## src/rtl/fault_code_status_table_defines.svh

```systemverilog
// Assertion macros used by the fault code status table sequencer.
`ifndef FAULT_CODE_STATUS_TABLE_DEFINES_SVH
`define FAULT_CODE_STATUS_TABLE_DEFINES_SVH

// Checks that the consequent holds in the same cycle as the antecedent.
`define FCST_ASSERT_NOW(label, clk, rst_n, ante, cons, msg) \
    label: assert property (@(posedge clk) disable iff (!(rst_n)) (ante) |-> (cons)) \
        else $error(msg);

// Checks that the consequent holds in the cycle after the antecedent.
`define FCST_ASSERT_NEXT(label, clk, rst_n, ante, cons, msg) \
    label: assert property (@(posedge clk) disable iff (!(rst_n)) (ante) |=> (cons)) \
        else $error(msg);

`endif

```

## src/rtl/fcst_pkg.sv

```systemverilog
// Types and constants of the fault code status table.
`timescale 1ns / 1ps
package fcst_pkg;

    localparam int TABLE_DEPTH = 16;
    localparam int IDX_W = (TABLE_DEPTH > 1) ? $clog2(TABLE_DEPTH) : 1;
    localparam int USED_W = $clog2(TABLE_DEPTH + 1);
    localparam int CODE_W = 24;
    localparam int MCNT_W = 5;

    localparam logic [CODE_W-1:0] ALL_GROUPS = 24'hFFFFFF;
    localparam logic [MCNT_W-1:0] LIST_CAP = 5'd16;
    localparam logic [MCNT_W-1:0] COUNT_MAX = 5'd31;
    localparam logic [7:0] BIT_FAILED = 8'h01;
    localparam logic [7:0] BIT_CONFIRMED = 8'h08;
    localparam logic [7:0] BIT_NOT_COMPLETE = 8'h40;

    typedef enum logic [2:0] {
        ACT_REPORT      = 3'd0,
        ACT_CLEAR_ALL   = 3'd1,
        ACT_CLEAR_GROUP = 3'd2,
        ACT_COUNT       = 3'd3,
        ACT_LIST_MASK   = 3'd4,
        ACT_LIST_ALL    = 3'd5
    } t_action;

    typedef enum logic [1:0] {
        ST_IDLE,
        ST_SCAN,
        ST_END,
        ST_RESULT
    } t_state;

    typedef struct packed {
        logic [2:0]        action;
        logic [CODE_W-1:0] dtc_code;
        logic [7:0]        status_mask;
        logic [4:0]        max_entries;
    } t_req;

    typedef struct packed {
        logic              entry_valid;
        logic [CODE_W-1:0] code_out;
        logic [7:0]        status_out;
        logic [MCNT_W-1:0] match_count;
        logic              stored;
        logic              last;
    } t_res;

    typedef struct packed {
        logic              valid;
        logic [7:0]        status;
        logic [CODE_W-1:0] code;
    } t_slot;

    typedef struct packed {
        logic code_hit;
        logic mask_hit;
    } t_cmp;

    typedef struct packed {
        logic              wipe;
        logic              clr;
        logic              fill;
        logic              mark;
        logic              bump;
        logic [IDX_W-1:0]  idx;
        logic [CODE_W-1:0] code;
    } t_tbl_cmd;

endpackage

```

## src/rtl/fcst_cmp.sv

```systemverilog
// Shared compare unit that tests one table slot against the current request.
`timescale 1ns / 1ps
module fcst_cmp import fcst_pkg::*; (
    input  t_slot             i_slot,
    input  logic [CODE_W-1:0] i_code,
    input  logic [7:0]        i_mask,
    output t_cmp              o_cmp
);

    assign o_cmp.code_hit = i_slot.valid && (i_slot.code == i_code);
    assign o_cmp.mask_hit = i_slot.valid && ((i_slot.status & i_mask) != 8'h00);

endmodule

```

## src/rtl/fcst_store.sv

```systemverilog
// Slot storage of the fault code status table with its used-slot count.
`timescale 1ns / 1ps
module fcst_store import fcst_pkg::*; (
    input  logic              i_clk,
    input  logic              i_rst_n,
    input  t_tbl_cmd          i_cmd,
    input  logic [IDX_W-1:0]  i_rd_idx,
    output t_slot             o_slot,
    output logic [USED_W-1:0] o_used
);

    logic [CODE_W-1:0]      r_code [TABLE_DEPTH];
    logic [7:0]             r_status [TABLE_DEPTH];
    logic [TABLE_DEPTH-1:0] r_valid;
    logic [USED_W-1:0]      r_used;

    always_ff @(posedge i_clk) begin
        if (!i_rst_n || i_cmd.wipe) begin
            r_valid <= '0;
            r_used  <= '0;
            for (int i = 0; i < TABLE_DEPTH; i++) begin
                r_status[i] <= 8'h00;
            end
        end else begin
            if (i_cmd.clr) begin
                r_valid[i_cmd.idx]  <= 1'b0;
                r_status[i_cmd.idx] <= 8'h00;
            end
            if (i_cmd.fill) begin
                r_valid[i_cmd.idx]  <= 1'b1;
                r_status[i_cmd.idx] <= (BIT_FAILED | BIT_CONFIRMED) & ~BIT_NOT_COMPLETE;
            end
            if (i_cmd.mark) begin
                r_status[i_cmd.idx] <= (r_status[i_cmd.idx] | BIT_FAILED | BIT_CONFIRMED)
                                       & ~BIT_NOT_COMPLETE;
            end
            if (i_cmd.bump) begin
                r_used <= r_used + USED_W'(1);
            end
        end
    end

    always_ff @(posedge i_clk) begin
        if (i_cmd.fill) begin
            r_code[i_cmd.idx] <= i_cmd.code;
        end
    end

    assign o_slot.valid  = r_valid[i_rd_idx];
    assign o_slot.status = r_status[i_rd_idx];
    assign o_slot.code   = r_code[i_rd_idx];
    assign o_used        = r_used;

endmodule

```

## src/rtl/fcst_seq.sv

```systemverilog
// Sequencer scanning a slot per cycle while no list stalls; builds results.
`timescale 1ns / 1ps
`include "fault_code_status_table_defines.svh"
module fcst_seq import fcst_pkg::*; (
    input  logic              i_clk,
    input  logic              i_rst_n,
    input  logic              i_cfg_we,
    input  logic              i_cfg_wdata,
    input  logic              i_req_valid,
    output logic              o_req_stall,
    input  t_req              i_req,
    output logic              o_res_valid,
    input  logic              i_res_stall,
    output t_res              o_res,
    input  t_slot             i_slot,
    input  t_cmp              i_cmp,
    input  logic [USED_W-1:0] i_used,
    output logic [IDX_W-1:0]  o_rd_idx,
    output t_tbl_cmd          o_cmd
);

    t_state            r_state, n_state;
    logic              r_rep_en;
    t_req              r_req, n_req;
    logic [USED_W-1:0] r_idx, n_idx;
    logic [MCNT_W-1:0] r_cnt, n_cnt;
    logic              r_found, n_found;
    logic [IDX_W-1:0]  r_hit_idx, n_hit_idx;
    logic              r_free_ok, n_free_ok;
    logic [IDX_W-1:0]  r_free_idx, n_free_idx;
    logic              r_held_ok, n_held_ok;
    t_res              r_held, n_held;
    t_res              r_res, n_res;
    logic              r_out_valid, n_out_valid;
    t_res              r_out, n_out;

    logic              out_free;
    logic              scan_end;
    logic              qual;
    logic [MCNT_W-1:0] cap;

    assign out_free = !r_out_valid || !i_res_stall;
    assign scan_end = (r_idx == i_used);
    assign cap = (r_req.max_entries > LIST_CAP) ? LIST_CAP : r_req.max_entries;
    assign qual = i_slot.valid && ((r_req.action == ACT_LIST_ALL) || i_cmp.mask_hit);

    always_ff @(posedge i_clk) begin
        if (!i_rst_n) begin
            r_state     <= ST_IDLE;
            r_rep_en    <= 1'b1;
            r_out_valid <= 1'b0;
            r_held_ok   <= 1'b0;
            r_found     <= 1'b0;
            r_free_ok   <= 1'b0;
            r_idx       <= '0;
            r_cnt       <= '0;
        end else begin
            r_state     <= n_state;
            r_out_valid <= n_out_valid;
            r_held_ok   <= n_held_ok;
            r_found     <= n_found;
            r_free_ok   <= n_free_ok;
            r_idx       <= n_idx;
            r_cnt       <= n_cnt;
            if (i_cfg_we) begin
                r_rep_en <= i_cfg_wdata;
            end
        end
    end

    always_ff @(posedge i_clk) begin
        r_req      <= n_req;
        r_hit_idx  <= n_hit_idx;
        r_free_idx <= n_free_idx;
        r_held     <= n_held;
        r_res      <= n_res;
        r_out      <= n_out;
    end

    always_comb begin
        n_state     = r_state;
        n_req       = r_req;
        n_idx       = r_idx;
        n_cnt       = r_cnt;
        n_found     = r_found;
        n_hit_idx   = r_hit_idx;
        n_free_ok   = r_free_ok;
        n_free_idx  = r_free_idx;
        n_held_ok   = r_held_ok;
        n_held      = r_held;
        n_res       = r_res;
        n_out_valid = r_out_valid;
        n_out       = r_out;
        o_cmd       = '0;
        o_cmd.idx   = r_idx[IDX_W-1:0];
        o_cmd.code  = r_req.dtc_code;

        if (r_out_valid && !i_res_stall) begin
            n_out_valid = 1'b0;
        end

        unique case (r_state)
            ST_IDLE: begin
                if (i_req_valid) begin
                    n_req      = i_req;
                    n_idx      = '0;
                    n_cnt      = '0;
                    n_found    = 1'b0;
                    n_free_ok  = 1'b0;
                    n_held_ok  = 1'b0;
                    n_res      = '0;
                    n_res.last = 1'b1;
                    if ((i_req.action == ACT_CLEAR_ALL) ||
                        ((i_req.action == ACT_CLEAR_GROUP) && (i_req.dtc_code == ALL_GROUPS)))
                    begin
                        o_cmd.wipe = 1'b1;
                        n_state    = ST_RESULT;
                    end else if ((i_req.action == ACT_REPORT) && !r_rep_en) begin
                        n_state = ST_RESULT;
                    end else if ((i_req.action == ACT_REPORT) ||
                                 (i_req.action == ACT_CLEAR_GROUP) ||
                                 (i_req.action == ACT_COUNT) ||
                                 (i_req.action == ACT_LIST_MASK) ||
                                 (i_req.action == ACT_LIST_ALL)) begin
                        n_state = ST_SCAN;
                    end else begin
                        n_state = ST_RESULT;
                    end
                end
            end
            ST_SCAN: begin
                if (scan_end) begin
                    n_state = ST_END;
                end else begin
                    unique case (r_req.action)
                        ACT_REPORT: begin
                            if (i_cmp.code_hit) begin
                                n_found   = 1'b1;
                                n_hit_idx = r_idx[IDX_W-1:0];
                                n_state   = ST_END;
                            end else begin
                                if (!i_slot.valid && !r_free_ok) begin
                                    n_free_ok  = 1'b1;
                                    n_free_idx = r_idx[IDX_W-1:0];
                                end
                                n_idx = r_idx + USED_W'(1);
                            end
                        end
                        ACT_CLEAR_GROUP: begin
                            o_cmd.clr = i_cmp.code_hit;
                            n_idx     = r_idx + USED_W'(1);
                        end
                        ACT_COUNT: begin
                            if (i_cmp.mask_hit && (r_cnt != COUNT_MAX)) begin
                                n_cnt = r_cnt + MCNT_W'(1);
                            end
                            n_idx = r_idx + USED_W'(1);
                        end
                        ACT_LIST_MASK, ACT_LIST_ALL: begin
                            if (!qual) begin
                                n_idx = r_idx + USED_W'(1);
                            end else if (r_cnt >= cap) begin
                                n_state = ST_END;
                            end else if (!r_held_ok || out_free) begin
                                if (r_held_ok) begin
                                    n_out_valid = 1'b1;
                                    n_out       = r_held;
                                end
                                n_held.entry_valid = 1'b1;
                                n_held.code_out    = i_slot.code;
                                n_held.status_out  = i_slot.status;
                                n_held.match_count = r_cnt + MCNT_W'(1);
                                n_held.stored      = 1'b0;
                                n_held.last        = 1'b0;
                                n_held_ok          = 1'b1;
                                n_cnt              = r_cnt + MCNT_W'(1);
                                n_idx              = r_idx + USED_W'(1);
                            end
                        end
                        default: begin
                            n_state = ST_END;
                        end
                    endcase
                end
            end
            ST_END: begin
                n_state = ST_RESULT;
                unique case (r_req.action)
                    ACT_REPORT: begin
                        if (r_found) begin
                            o_cmd.mark   = 1'b1;
                            o_cmd.idx    = r_hit_idx;
                            n_res.stored = 1'b1;
                        end else if (r_free_ok) begin
                            o_cmd.fill   = 1'b1;
                            o_cmd.idx    = r_free_idx;
                            n_res.stored = 1'b1;
                        end else if (i_used >= USED_W'(TABLE_DEPTH)) begin
                            n_res.stored = 1'b0;
                        end else begin
                            o_cmd.fill   = 1'b1;
                            o_cmd.bump   = 1'b1;
                            o_cmd.idx    = i_used[IDX_W-1:0];
                            n_res.stored = 1'b1;
                        end
                    end
                    ACT_COUNT: begin
                        n_res.match_count = r_cnt;
                    end
                    ACT_LIST_MASK, ACT_LIST_ALL: begin
                        if (r_held_ok) begin
                            n_res      = r_held;
                            n_res.last = 1'b1;
                            n_held_ok  = 1'b0;
                        end
                    end
                    default: begin
                    end
                endcase
            end
            ST_RESULT: begin
                if (out_free) begin
                    n_out_valid = 1'b1;
                    n_out       = r_res;
                    n_state     = ST_IDLE;
                end
            end
            default: begin
                n_state = ST_IDLE;
            end
        endcase
    end

    assign o_req_stall = (r_state != ST_IDLE);
    assign o_res_valid = r_out_valid;
    assign o_res       = r_out;
    assign o_rd_idx    = r_idx[IDX_W-1:0];

    `FCST_ASSERT_NOW(a_scan_in_range, i_clk, i_rst_n,
        (r_state == ST_SCAN), (r_idx <= i_used), "scan index passed the used count")
    `FCST_ASSERT_NOW(a_used_in_range, i_clk, i_rst_n,
        1'b1, (i_used <= USED_W'(TABLE_DEPTH)), "used count exceeds the table depth")
    `FCST_ASSERT_NOW(a_list_within_cap, i_clk, i_rst_n,
        r_held_ok, ((r_cnt != '0) && (r_cnt <= LIST_CAP)), "list count out of range")
    `FCST_ASSERT_NEXT(a_busy_after_accept, i_clk, i_rst_n,
        (i_req_valid && !o_req_stall), o_req_stall, "block took two requests back to back")

endmodule

```

## src/rtl/fault_code_status_table.sv

```systemverilog
// Top level of the fault code status table.
`timescale 1ns / 1ps
// The table keeps TABLE_DEPTH slots of fault code, status byte and valid mark and
// serves one request at a time: report, clear all, clear group, count and list.
// One compare unit walks the slots in use, one slot per clock, for a report
// while reporting is on, a group clear, a count or a list; a clear all, or a
// group clear of ALL_GROUPS, wipes the table without a walk, and a list pauses
// its walk while a listed result waits to be taken. The request side stalls
// the whole time a request is worked on; a finished result sits in an output
// register, so the next request can be taken while it waits to be collected.
module fault_code_status_table import fcst_pkg::*; (
    input  logic i_clk,
    input  logic i_rst_n,
    input  logic i_cfg_we,
    input  logic i_cfg_wdata,
    input  logic i_req_valid,
    output logic o_req_stall,
    input  t_req i_req,
    output logic o_res_valid,
    input  logic i_res_stall,
    output t_res o_res
);

    t_slot             slot;
    t_cmp              cmp;
    t_tbl_cmd          cmd;
    logic [USED_W-1:0] used;
    logic [IDX_W-1:0]  rd_idx;
    logic [CODE_W-1:0] u_seq_code;
    logic [7:0]        u_seq_mask;
    logic [7:0]        r_seq_mask;

    fcst_store u_store (
        .i_clk    (i_clk),
        .i_rst_n  (i_rst_n),
        .i_cmd    (cmd),
        .i_rd_idx (rd_idx),
        .o_slot   (slot),
        .o_used   (used)
    );

    fcst_cmp u_cmp (
        .i_slot (slot),
        .i_code (i_req_valid && !o_req_stall ? i_req.dtc_code : u_seq_code),
        .i_mask (u_seq_mask),
        .o_cmp  (cmp)
    );

    assign u_seq_code = cmd.code;
    assign u_seq_mask = r_seq_mask;

    always_ff @(posedge i_clk) begin
        if (i_req_valid && !o_req_stall) begin
            r_seq_mask <= i_req.status_mask;
        end
    end

    fcst_seq u_seq (
        .i_clk       (i_clk),
        .i_rst_n     (i_rst_n),
        .i_cfg_we    (i_cfg_we),
        .i_cfg_wdata (i_cfg_wdata),
        .i_req_valid (i_req_valid),
        .o_req_stall (o_req_stall),
        .i_req       (i_req),
        .o_res_valid (o_res_valid),
        .i_res_stall (i_res_stall),
        .o_res       (o_res),
        .i_slot      (slot),
        .i_cmp       (cmp),
        .i_used      (used),
        .o_rd_idx    (rd_idx),
        .o_cmd       (cmd)
    );

endmodule

```

## config.mk

```make
export PLATFORM = sky130hd
export DESIGN_NAME = fault_code_status_table
export DESIGN_NICKNAME = d
export VERILOG_FILES = /design/src/rtl/fcst_pkg.sv /design/src/rtl/fcst_cmp.sv /design/src/rtl/fcst_store.sv /design/src/rtl/fcst_seq.sv /design/src/rtl/fault_code_status_table.sv
export VERILOG_INCLUDE_DIRS = /design/src /design/src/rtl
export SDC_FILE = /design/constraint.sdc
export NUM_CORES = 1
export LEC_CHECK = 0
export BUFFER_PORTS_ARGS = -buffer_cell sky130_fd_sc_hd__buf_2
export CAP_MARGIN = 10
export CORE_ASPECT_RATIO = 1.4
export CORE_MARGIN = 5
export CORE_UTILIZATION = 37
export DETAILED_ROUTE_END_ITERATION = 8
export SLEW_MARGIN = 25
export SYNTH_ARGS = -nofsm -noshare
export SYNTH_HDL_FRONTEND = slang
export SYNTH_SLANG_ARGS = --single-unit
```

## constraint.sdc

```tcl
create_clock -name i_clk -period 8.15 [get_ports i_clk]
set_input_delay 0.4075 -clock i_clk [delete_from_list [all_inputs] [get_ports i_clk]]
set_output_delay 0.4075 -clock i_clk [all_outputs]
set_load 0.05 [all_outputs]
```

== Word level (Yosys, flattened, before mapping) ==
Memory sizes are Yosys's and may differ from the RTL's. A register that Yosys moved wholly into a read port is not among the register bits.
Cells that the tools add are included.
Cells by class
  reductions and logical operators: 54
  mux-type cells: 118
  equality and inequality tests: 47
  bitwise operators: 12
  magnitude comparators: 6
  add/subtract/negate cells: 3
Operators by type and width (count)
  40-bit 2-to-1 mux: 9
  40-bit one-hot mux with 2 select lines: 2
  5-bit 2-to-1 mux: 13
  1-bit 2-to-1 mux: 52
  16-bit 2-to-1 mux: 3
  5-bit one-hot mux with 2 select lines: 4
  33-bit 2-to-1 mux: 1
  4-bit 2-to-1 mux: 8
  7-bit 2-to-1 mux: 4
  24-bit == test: 1
  24-bit == test, second input constant: 1
  24-bit 2-to-1 mux: 1
  8-bit AND reduction: 3
  3-bit by 2-bit != test with 1-bit output, second input constant: 7
  2-bit 2-to-1 mux: 10
  2-bit by 1-bit != test with 1-bit output, second input constant: 10
  6-bit AND reduction: 3
  16-bit bitwise AND: 1
  4-bit by 2-bit != test with 1-bit output, second input constant: 4
  16-bit inverter: 1
  16-bit OR: 1
  4-bit AND reduction: 4
  5-bit by 1-bit adder with 5-bit output, second input constant: 3
  5-bit one-hot mux with 3 select lines: 1
  other kinds (40): 93
Word-level totals
  input bits: 46
  memories kept: 2
  bits in registers: 203
  logic and storage cells: 273
  output and inout port bits: 42
  RAM bits: 496
Memories
  u_store.r_code: depth 16, bits a word 24, rd ports 1, clocked after Yosys merged registers in 1, wr ports 1, RTL line fcst_store.sv:12  | logic [CODE_W-1:0] r_code [TABLE_DEPTH];
  u_store.r_status: depth 16, bits a word 7, rd ports 1, clocked after Yosys merged registers in 1, wr ports 16, RTL line fcst_store.sv:13  | logic [7:0] r_status [TABLE_DEPTH];

== Longest topological paths before layout ==
Gate-level depths: netlist of the first run.
  depth in word-level cells: 16
  mapped depth: 17
  mapped depth without buffers: 12

== By module ==
From an unflattened synthesis of the first run, not the netlist that was laid out.
Second synthesis, totals
  cell total of the unflattened synthesis: 1376
  area total of the unflattened synthesis: 24796.3 um2
Modules (own cells, without submodules)
  fcst_store: seq. area each 12431.9 um2, cells each 789, area each 16522.1 um2, times used 1
  fcst_seq: seq. area each 5024.8 um2, cells each 511, area each 7329.5 um2, times used 1
  fault_code_status_table: seq. area each 240.2 um2, cells each 37, area each 633.1 um2, times used 1
  fcst_cmp: seq. area each 0.0 um2, cells each 39, area each 311.5 um2, times used 1

== Least setup slack after synthesis of the first run ==
Ideal clock, no wire load.
  kind: reg-to-reg
  from: register (tool-made name)
  to: register u_seq.r_out, in the netlist u_seq.o_res[0] (enable)
  cell stages (with the launch flop): 13
  arrival time: 4.325 ns
  library setup time: 0.443 ns
  data required time: 7.707 ns
  slack: 3.381 ns
  clock period less this slack: 4.769 ns
  cells stage by stage: dfxtp_1 buf_2 clkbuf_1 clkbuf_1 buf_2 mux4_2 mux2i_1 nor3_1 o31ai_1 or2_2 nor3b_1 a32oi_1 a31oi_1
RTL lines
  to (signal assigned): RTL line fcst_seq.sv:77  | r_out <= n_out;
  to (decl): RTL line fcst_seq.sv:35  | t_res r_out, n_out;

==> reports/metrics.csv, run 1 <==
metric,value,unit
ctsResizeCount,0,
tightest_slew,1.06,ns
end_kind,flop,
design_power_total,7650,µW
critPathTopFamily,simple AND/OR/NAND/NOR gates,
cts_tree,built,
insertion_delay,0.59,ns
synth_edf_count,537,
cp-start-kind,flop,
worst-path-stages,9,
setup_tns,0,ns
overflow,0,
grt_max_degree,57,
synthDistinctLibCells,79,
min_period,4.95,ns
r2r-end,u_store.r_status[0][0],
hold_ws,0.0529,ns
area.growth.synth_to_final,13.2,%
cts_buffer_depth,3,
drt-initial-drc-count,1311,
period_share,60.8,%
antenna_found_initial,3,
dr_total_vias,14144,
cts_buffers,52,
grt_pass1_vias,14256,
status,completed,
antenna_left,0,
critPathMostFrequentCell,mux4_2,
synthCells,1502,
gp_congestion,0.880,
critPathArrivalTime,5.23,ns
via_per_inst,5.68,
crit_path_max_incr_delay,0.97,ns
slowest_stage,dfxtp_4,
postSynthAreaPerCell,16.6,µm²
finalHoldViolCount,0,
cap_viol_max_count,0,
worst-path-buf-inv,1,
start_util,37.3,%
htreeDepth,2,
coreArea,0.0667,mm²
syn_area,0.0249,mm²
drv_slew,0,
r2r_cells,9,
max_slew_margin,29.6,%
leakage,0.00888,µW
final_cell_mix,"edfxtp_1, mux4_2, buf_2",
grt_pass1_wl,94.2,mm
dp_cells,2383,
cts_sinks,579,
dieArea,0.0727,mm²
cp_max_fo,56,
ios,88,
numPortBuffers,75,
drive_gt1_share,24.4,%
rows,112,
synth_seq_area_share,68.1,%
final_nets,1650,
dieHeight,317,µm
root_buffer,clkbuf_16,
fin_cells,2489,
r2r_slack,3.20,ns
hpwlAfterDp,41.3,mm
crit_chain,buf_12 -> mux4_2 -> mux4_2 -> and2_1 -> nor4_2 -> nand4_2 -> or4_4 -> and3_4 -> a21oi_1,
required,8.42,ns
ys_seq_elements,579,
drc,0,
hp-class,in -> reg,
grt.total_usage,17.3,%
crit_type,reg -> reg,
avgRoutedWirePerCell,25.9,µm
synth_ff_type,edfxtp_1,
wl,64.4,mm
ys_warn_count,0,
vdd_drop_max,218,µV
cp-endpoint,u_store.r_status[0][0],
clock.fmax,0.202,GHz
clk_pin_slew,0.07,ns
die_x,229,µm
p_per_area,271,mW/mm²
final_common_cell,edfxtp_1,
rsz0062_at_grt,no,
dr.pass1.iters,7,
finClkSkew,0.0204,ns
final-setup-viol-count,0,
async_flop_share,0,%
-- final cells by class --
cell class	instances	area (µm²)
diodes	2	5.00
clock buffers	60	1400
clock inverters	36	364
fillers	5898	38500
inverters	18	67.6
multi-input cells	822	7480
flip-flops and latches	579	17000
well taps	855	1070
repair buffers	117	833
-- sequential cells by signal, indices dropped and copies added, names as in the netlist, 5 cells and up, named ones only --
register,flops
u_store.r_code,384
u_seq.r_res,32
u_seq.r_held,30
u_store.r_status,16
u_seq.o_res,33
u_seq.o_cmd,24
u_store.r_valid,16
u_store.o_used,5
u_seq.r_req,8
u_seq.r_idx,5
u_seq.r_cnt,5
-- how the worst min path moves through the flow --
stage,startpoint,to,cells after the start
detailed placement,u_seq.r_res[39],u_seq.o_res[39],1
CTS,i_req[15],u_seq.o_cmd[2],1
floorplan,u_seq.r_idx[2],u_seq.r_free_idx[2],0
global placement,u_seq.r_res[39],u_seq.o_res[39],1
finish,i_cfg_wdata,u_seq.r_rep_en,3
global route,i_req[15],u_seq.o_cmd[2],1
-- metrics by stage --
stage	utilization (%)	instance area, µm²	setup WS [ns]
6_report	42.3	28200	3.20
2_1_floorplan	-	24900	3.38
4_1_cts	42.2	28200	3.17
3_3_place_gp	39.3	26200	2.96
3_5_place_dp	39.5	26300	3.19
5_1_grt	42.3	28200	2.96
-- worst register-to-register path, cell delays in order, from the launching register on --
cell,delay (ns)
dfxtp_4,0.97
buf_12,0.46
mux4_2,0.70
mux4_2,0.56
and2_1,0.19
nor4_2,0.33
nand4_2,0.31
or4_4,0.65
and3_4,0.33
a21oi_1,0.17
-- logic make-up after synthesis --
kind of cell / synth area share [%]
AND/OR/NAND/NOR: 6.97
flip-flops: 68.1
adder cells (fa/ha/maj): 0.703
XOR/XNOR: 1.02
multiplexers: 14.2
buffers and inverters: 2.52
other: 0.0151
AO/OA/AOI/OAI: 6.44
-- metal layers --
metal,routed length [µm],global-route usage (%),vias to the layer above,part of all wire [%]
li1,-,-,6178,-
met1,24600,21.0,7274,38
met2,33000,30.9,541,51
met3,3570,2.38,149,5.5
met4,3140,7.60,2,4.9
met5,13,0,-,0.020
-- what timing repair did --
action / CTS / global route
hold buffers: 7 / 0
buffers inserted: 0 / 0
hold endpoints to repair: 7 / 0
-- where the power goes --
group | switching (µW) | internal (µW)
clock | 1090 | 1430
sequential | 193 | 3520
combinational | 893 | 519
-- synth_stat cells, types with 15 or more instances --
library cell  instances  area share [%]
nand3_1              48            0.96
edfxtp_1            537              65
xnor2_1              15            0.53
and2_1               42             1.1
inv_1                16            0.24
nor3_1               20            0.40
mux2_2               46             2.1
o221a_2              18            0.81
dfxtp_1              42             3.4
a21oi_1              36            0.72
buf_4                16            0.48
nand2_1              72             1.1
a22oi_1              17            0.51
mux2i_1              70             2.8
nor2_1               85             1.3
mux4_2               88             8.0
o21ai_0              29            0.58
clkbuf_1             41            0.62
Note: power is estimated with default switching activity, not from simulation.
==> run 2, diff against run 1 <==
==> constraint.sdc (replaced) <==
create_clock -name i_clk -period 5.1 [get_ports i_clk]
set_input_delay 0.255 -clock i_clk [delete_from_list [all_inputs] [get_ports i_clk]]
set_output_delay 0.255 -clock i_clk [all_outputs]
set_load 0.05 [all_outputs]
==> reports/metrics.csv, run 2 (synthesized netlist as in run 1, its figures left out) <==
metric,value,unit,change
rsz0062_at_grt,no,,
dieArea,0.0727,mm²,unchanged
seqPwrFrac,47.5,%,-1.0 points
status,completed,,
drt-initial-drc-count,1419,,+8.2%
fillers,5894,,-0.068%
antenna_found_initial,3,,unchanged
diodes,0,,-2
grt_pass1_vias,14455,,+1.4%
cts_buffer_depth,3,,unchanged
grt_max_degree,75,,+32%
final_nets,1695,,+2.7%
internal_power,8900,µW,+63%
hpwlAfterDp,41.9,mm,+1.5%
critPathTopFamily,simple AND/OR/NAND/NOR gates,,
clk_pin_slew,0.07,ns,about the same
coreArea,0.0667,mm²,unchanged
hold_end,u_seq.o_res_valid,,
grt_pass1_wl,96.0,mm,+1.9%
numPortBuffers,75,,unchanged
tightest_slew,1.09,ns,+0.0324 ns
period_share,84.9,%,+24 points
largest_reg_flops,384,,unchanged
htreeDepth,2,,unchanged
root_buffer,clkbuf_16,,
grtUsageMet1,22.1,%,+1.1 points
cp_max_fo,31,,-45%
avgRoutedWirePerCell,25.5,µm,-1.4%
design_power_total,12400,µW,+62%
hp-class,in -> reg,,
cts_sinks,579,,unchanged
crit_chain,buf_12 -> mux4_2 -> o22ai_1 -> nor3_1 -> o21ai_0 -> nand4b_1 -> or4_4 -> and3_4 -> a21oi_1,,
holdPathStages,3,,unchanged
leakage,0.00910,µW,+2.5%
insertion_delay,0.59,ns,about the same
drv_slew,0,,unchanged
min_period,4.33,ns,-0.623 ns
hold_ws,0.0569,ns,+0.00405 ns
dr.pass1.iters,5,,-2
largest_register,u_store.r_code,,
wl,64.7,mm,+0.40%
overflow,0,,unchanged
max_slew_margin,26.9,%,-2.7 points
grtUsageMet3,2.42,%,+0.045 points
p_sw,3500,µW,+60%
r2r_slack,0.77,ns,-2.43 ns
grt.total_usage,17.5,%,+0.23 points
cts_buffers,53,,+1.9%
final_common_cell,edfxtp_1,,
finalHoldViolCount,0,,unchanged
r2r-end,u_store.r_status[13][0],,
slowest_stage,nor3_1,,
p_per_area,434,mW/mm²,+60%
clkPwrFrac,33.6,%,+0.6 points
end_kind,flop,,
die_x,229,µm,unchanged
start_util,37.3,%,unchanged
required,5.39,ns,-3.03 ns
ctsResizeCount,0,,unchanged
finClkSkew,0.0176,ns,-0.00279 ns
drive_gt1_share,24.7,%,+0.33 points
gp_congestion,0.871,,-1.1%
final-setup-viol-count,0,,unchanged
grt.busiest_layer,met2,,
cp-start-kind,flop,,
via_per_inst,5.67,,-0.26%
drc,0,,unchanged
r2r_cells,9,,unchanged
crit_path_max_incr_delay,0.89,ns,-0.08 ns
rows,112,,unchanged
hold_start,i_res_stall,,
clock.fmax,0.231,GHz,+14%
dieHeight,317,µm,unchanged
critPathArrivalTime,4.62,ns,-0.61 ns
ios,88,,unchanged
dr_total_vias,14362,,+1.5%
worst-path-buf-inv,1,,unchanged
combPwrFrac,18.9,%,+0.4 points
cts_tree,built,,
antenna_left,0,,unchanged
area.growth.synth_to_final,14.8,%,
vdd_drop_max,285,µV,+31%
setup_tns,0,ns,unchanged
crit_type,reg -> reg,,
switching_share,28.2,%,-0.28 points
met2_usage,31.1,%,+0.14 points
final_cell_mix,"edfxtp_1, mux4_2, buf_2",,
cap_viol_max_count,0,,unchanged
## run 2: cell types whose count changed in the layout (fill, tap and decap cells not counted), moves of 4 or more
cell	delta
dlygate4sd3_1	+30
buf_4	+15
clkinv_2	+10
buf_16	-5
buf_12	+4
clkinv_1	-4
## run 2: worst max-delay path by stage
stage          startpoint                 endpoint  slack (ns)  depth (start not counted)
3_5_place_dp         flop  u_store.r_status[13][0]        0.76                          9
4_1_cts              flop  u_store.r_status[13][0]        0.77                          9
2_1_floorplan        flop           u_seq.o_res[0]        0.33                         12
6_report             flop  u_store.r_status[13][0]        0.77                          9
3_3_place_gp         flop   u_store.r_status[4][0]        0.80                          9
5_1_grt              flop   u_store.r_status[4][0]        0.58                          9
## run 2: stage by stage
stage / cells / worst slack, ns / utilization, % / instance area [µm²]
2_1_floorplan: 1507 / 0.331 / - / 24900
3_3_place_gp: 2398 / 0.803 / 39.6 / 26400
3_5_place_dp: 2398 / 0.763 / 39.6 / 26400
4_1_cts: 2534 / 0.767 / 42.9 / 28600
5_1_grt: 2534 / 0.576 / 42.9 / 28600
6_report: 2534 / 0.769 / 42.9 / 28600
## run 2: area by class of cell
type | instances | area (µm²) | share of cell area, %
Timing Repair Buffer | 161 | 1190 | 4.16
Multi-Input combinational cell | 822 | 7480 | 26.2
Sequential cell | 579 | 17000 | 59.4
Tap cell | 855 | 1070 | 3.74
Clock buffer | 60 | 1370 | 4.80
Inverter | 18 | 67.6 | 0.236
Clock inverter | 39 | 443 | 1.55
## run 2: power by group through the flow
stage / registers, µW / clock network, µW / logic [µW]
after global routing: 5930 / 4420 / 2510
after global placement: 5980 / 0 / 2290
final: 5890 / 4160 / 2350
after CTS: 5900 / 4240 / 2350
after detailed placement: 6000 / 0 / 2310
after floorplan: 5940 / 0 / 1580
## run 2: timing repair
action                    in CTS  in global routing
hold buffers                  37                  0
setup buffers                  0                  0
hold endpoints to repair      35                  0
## run 2: routing by layer
layer,up-vias,share of wire (%)
li1,6276,-
met1,7389,40
met2,566,51
met3,129,5.5
met4,2,3.7
met5,-,0.011
## run 2: worst reg2reg max path, cell delays in order, from the launching register on
cell      delay, ns
dfxtp_4        0.82
buf_12         0.34
mux4_2         0.31
o22ai_1        0.08
nor3_1         0.89
o21ai_0        0.20
nand4b_1       0.34
or4_4          0.59
and3_4         0.29
a21oi_1        0.18
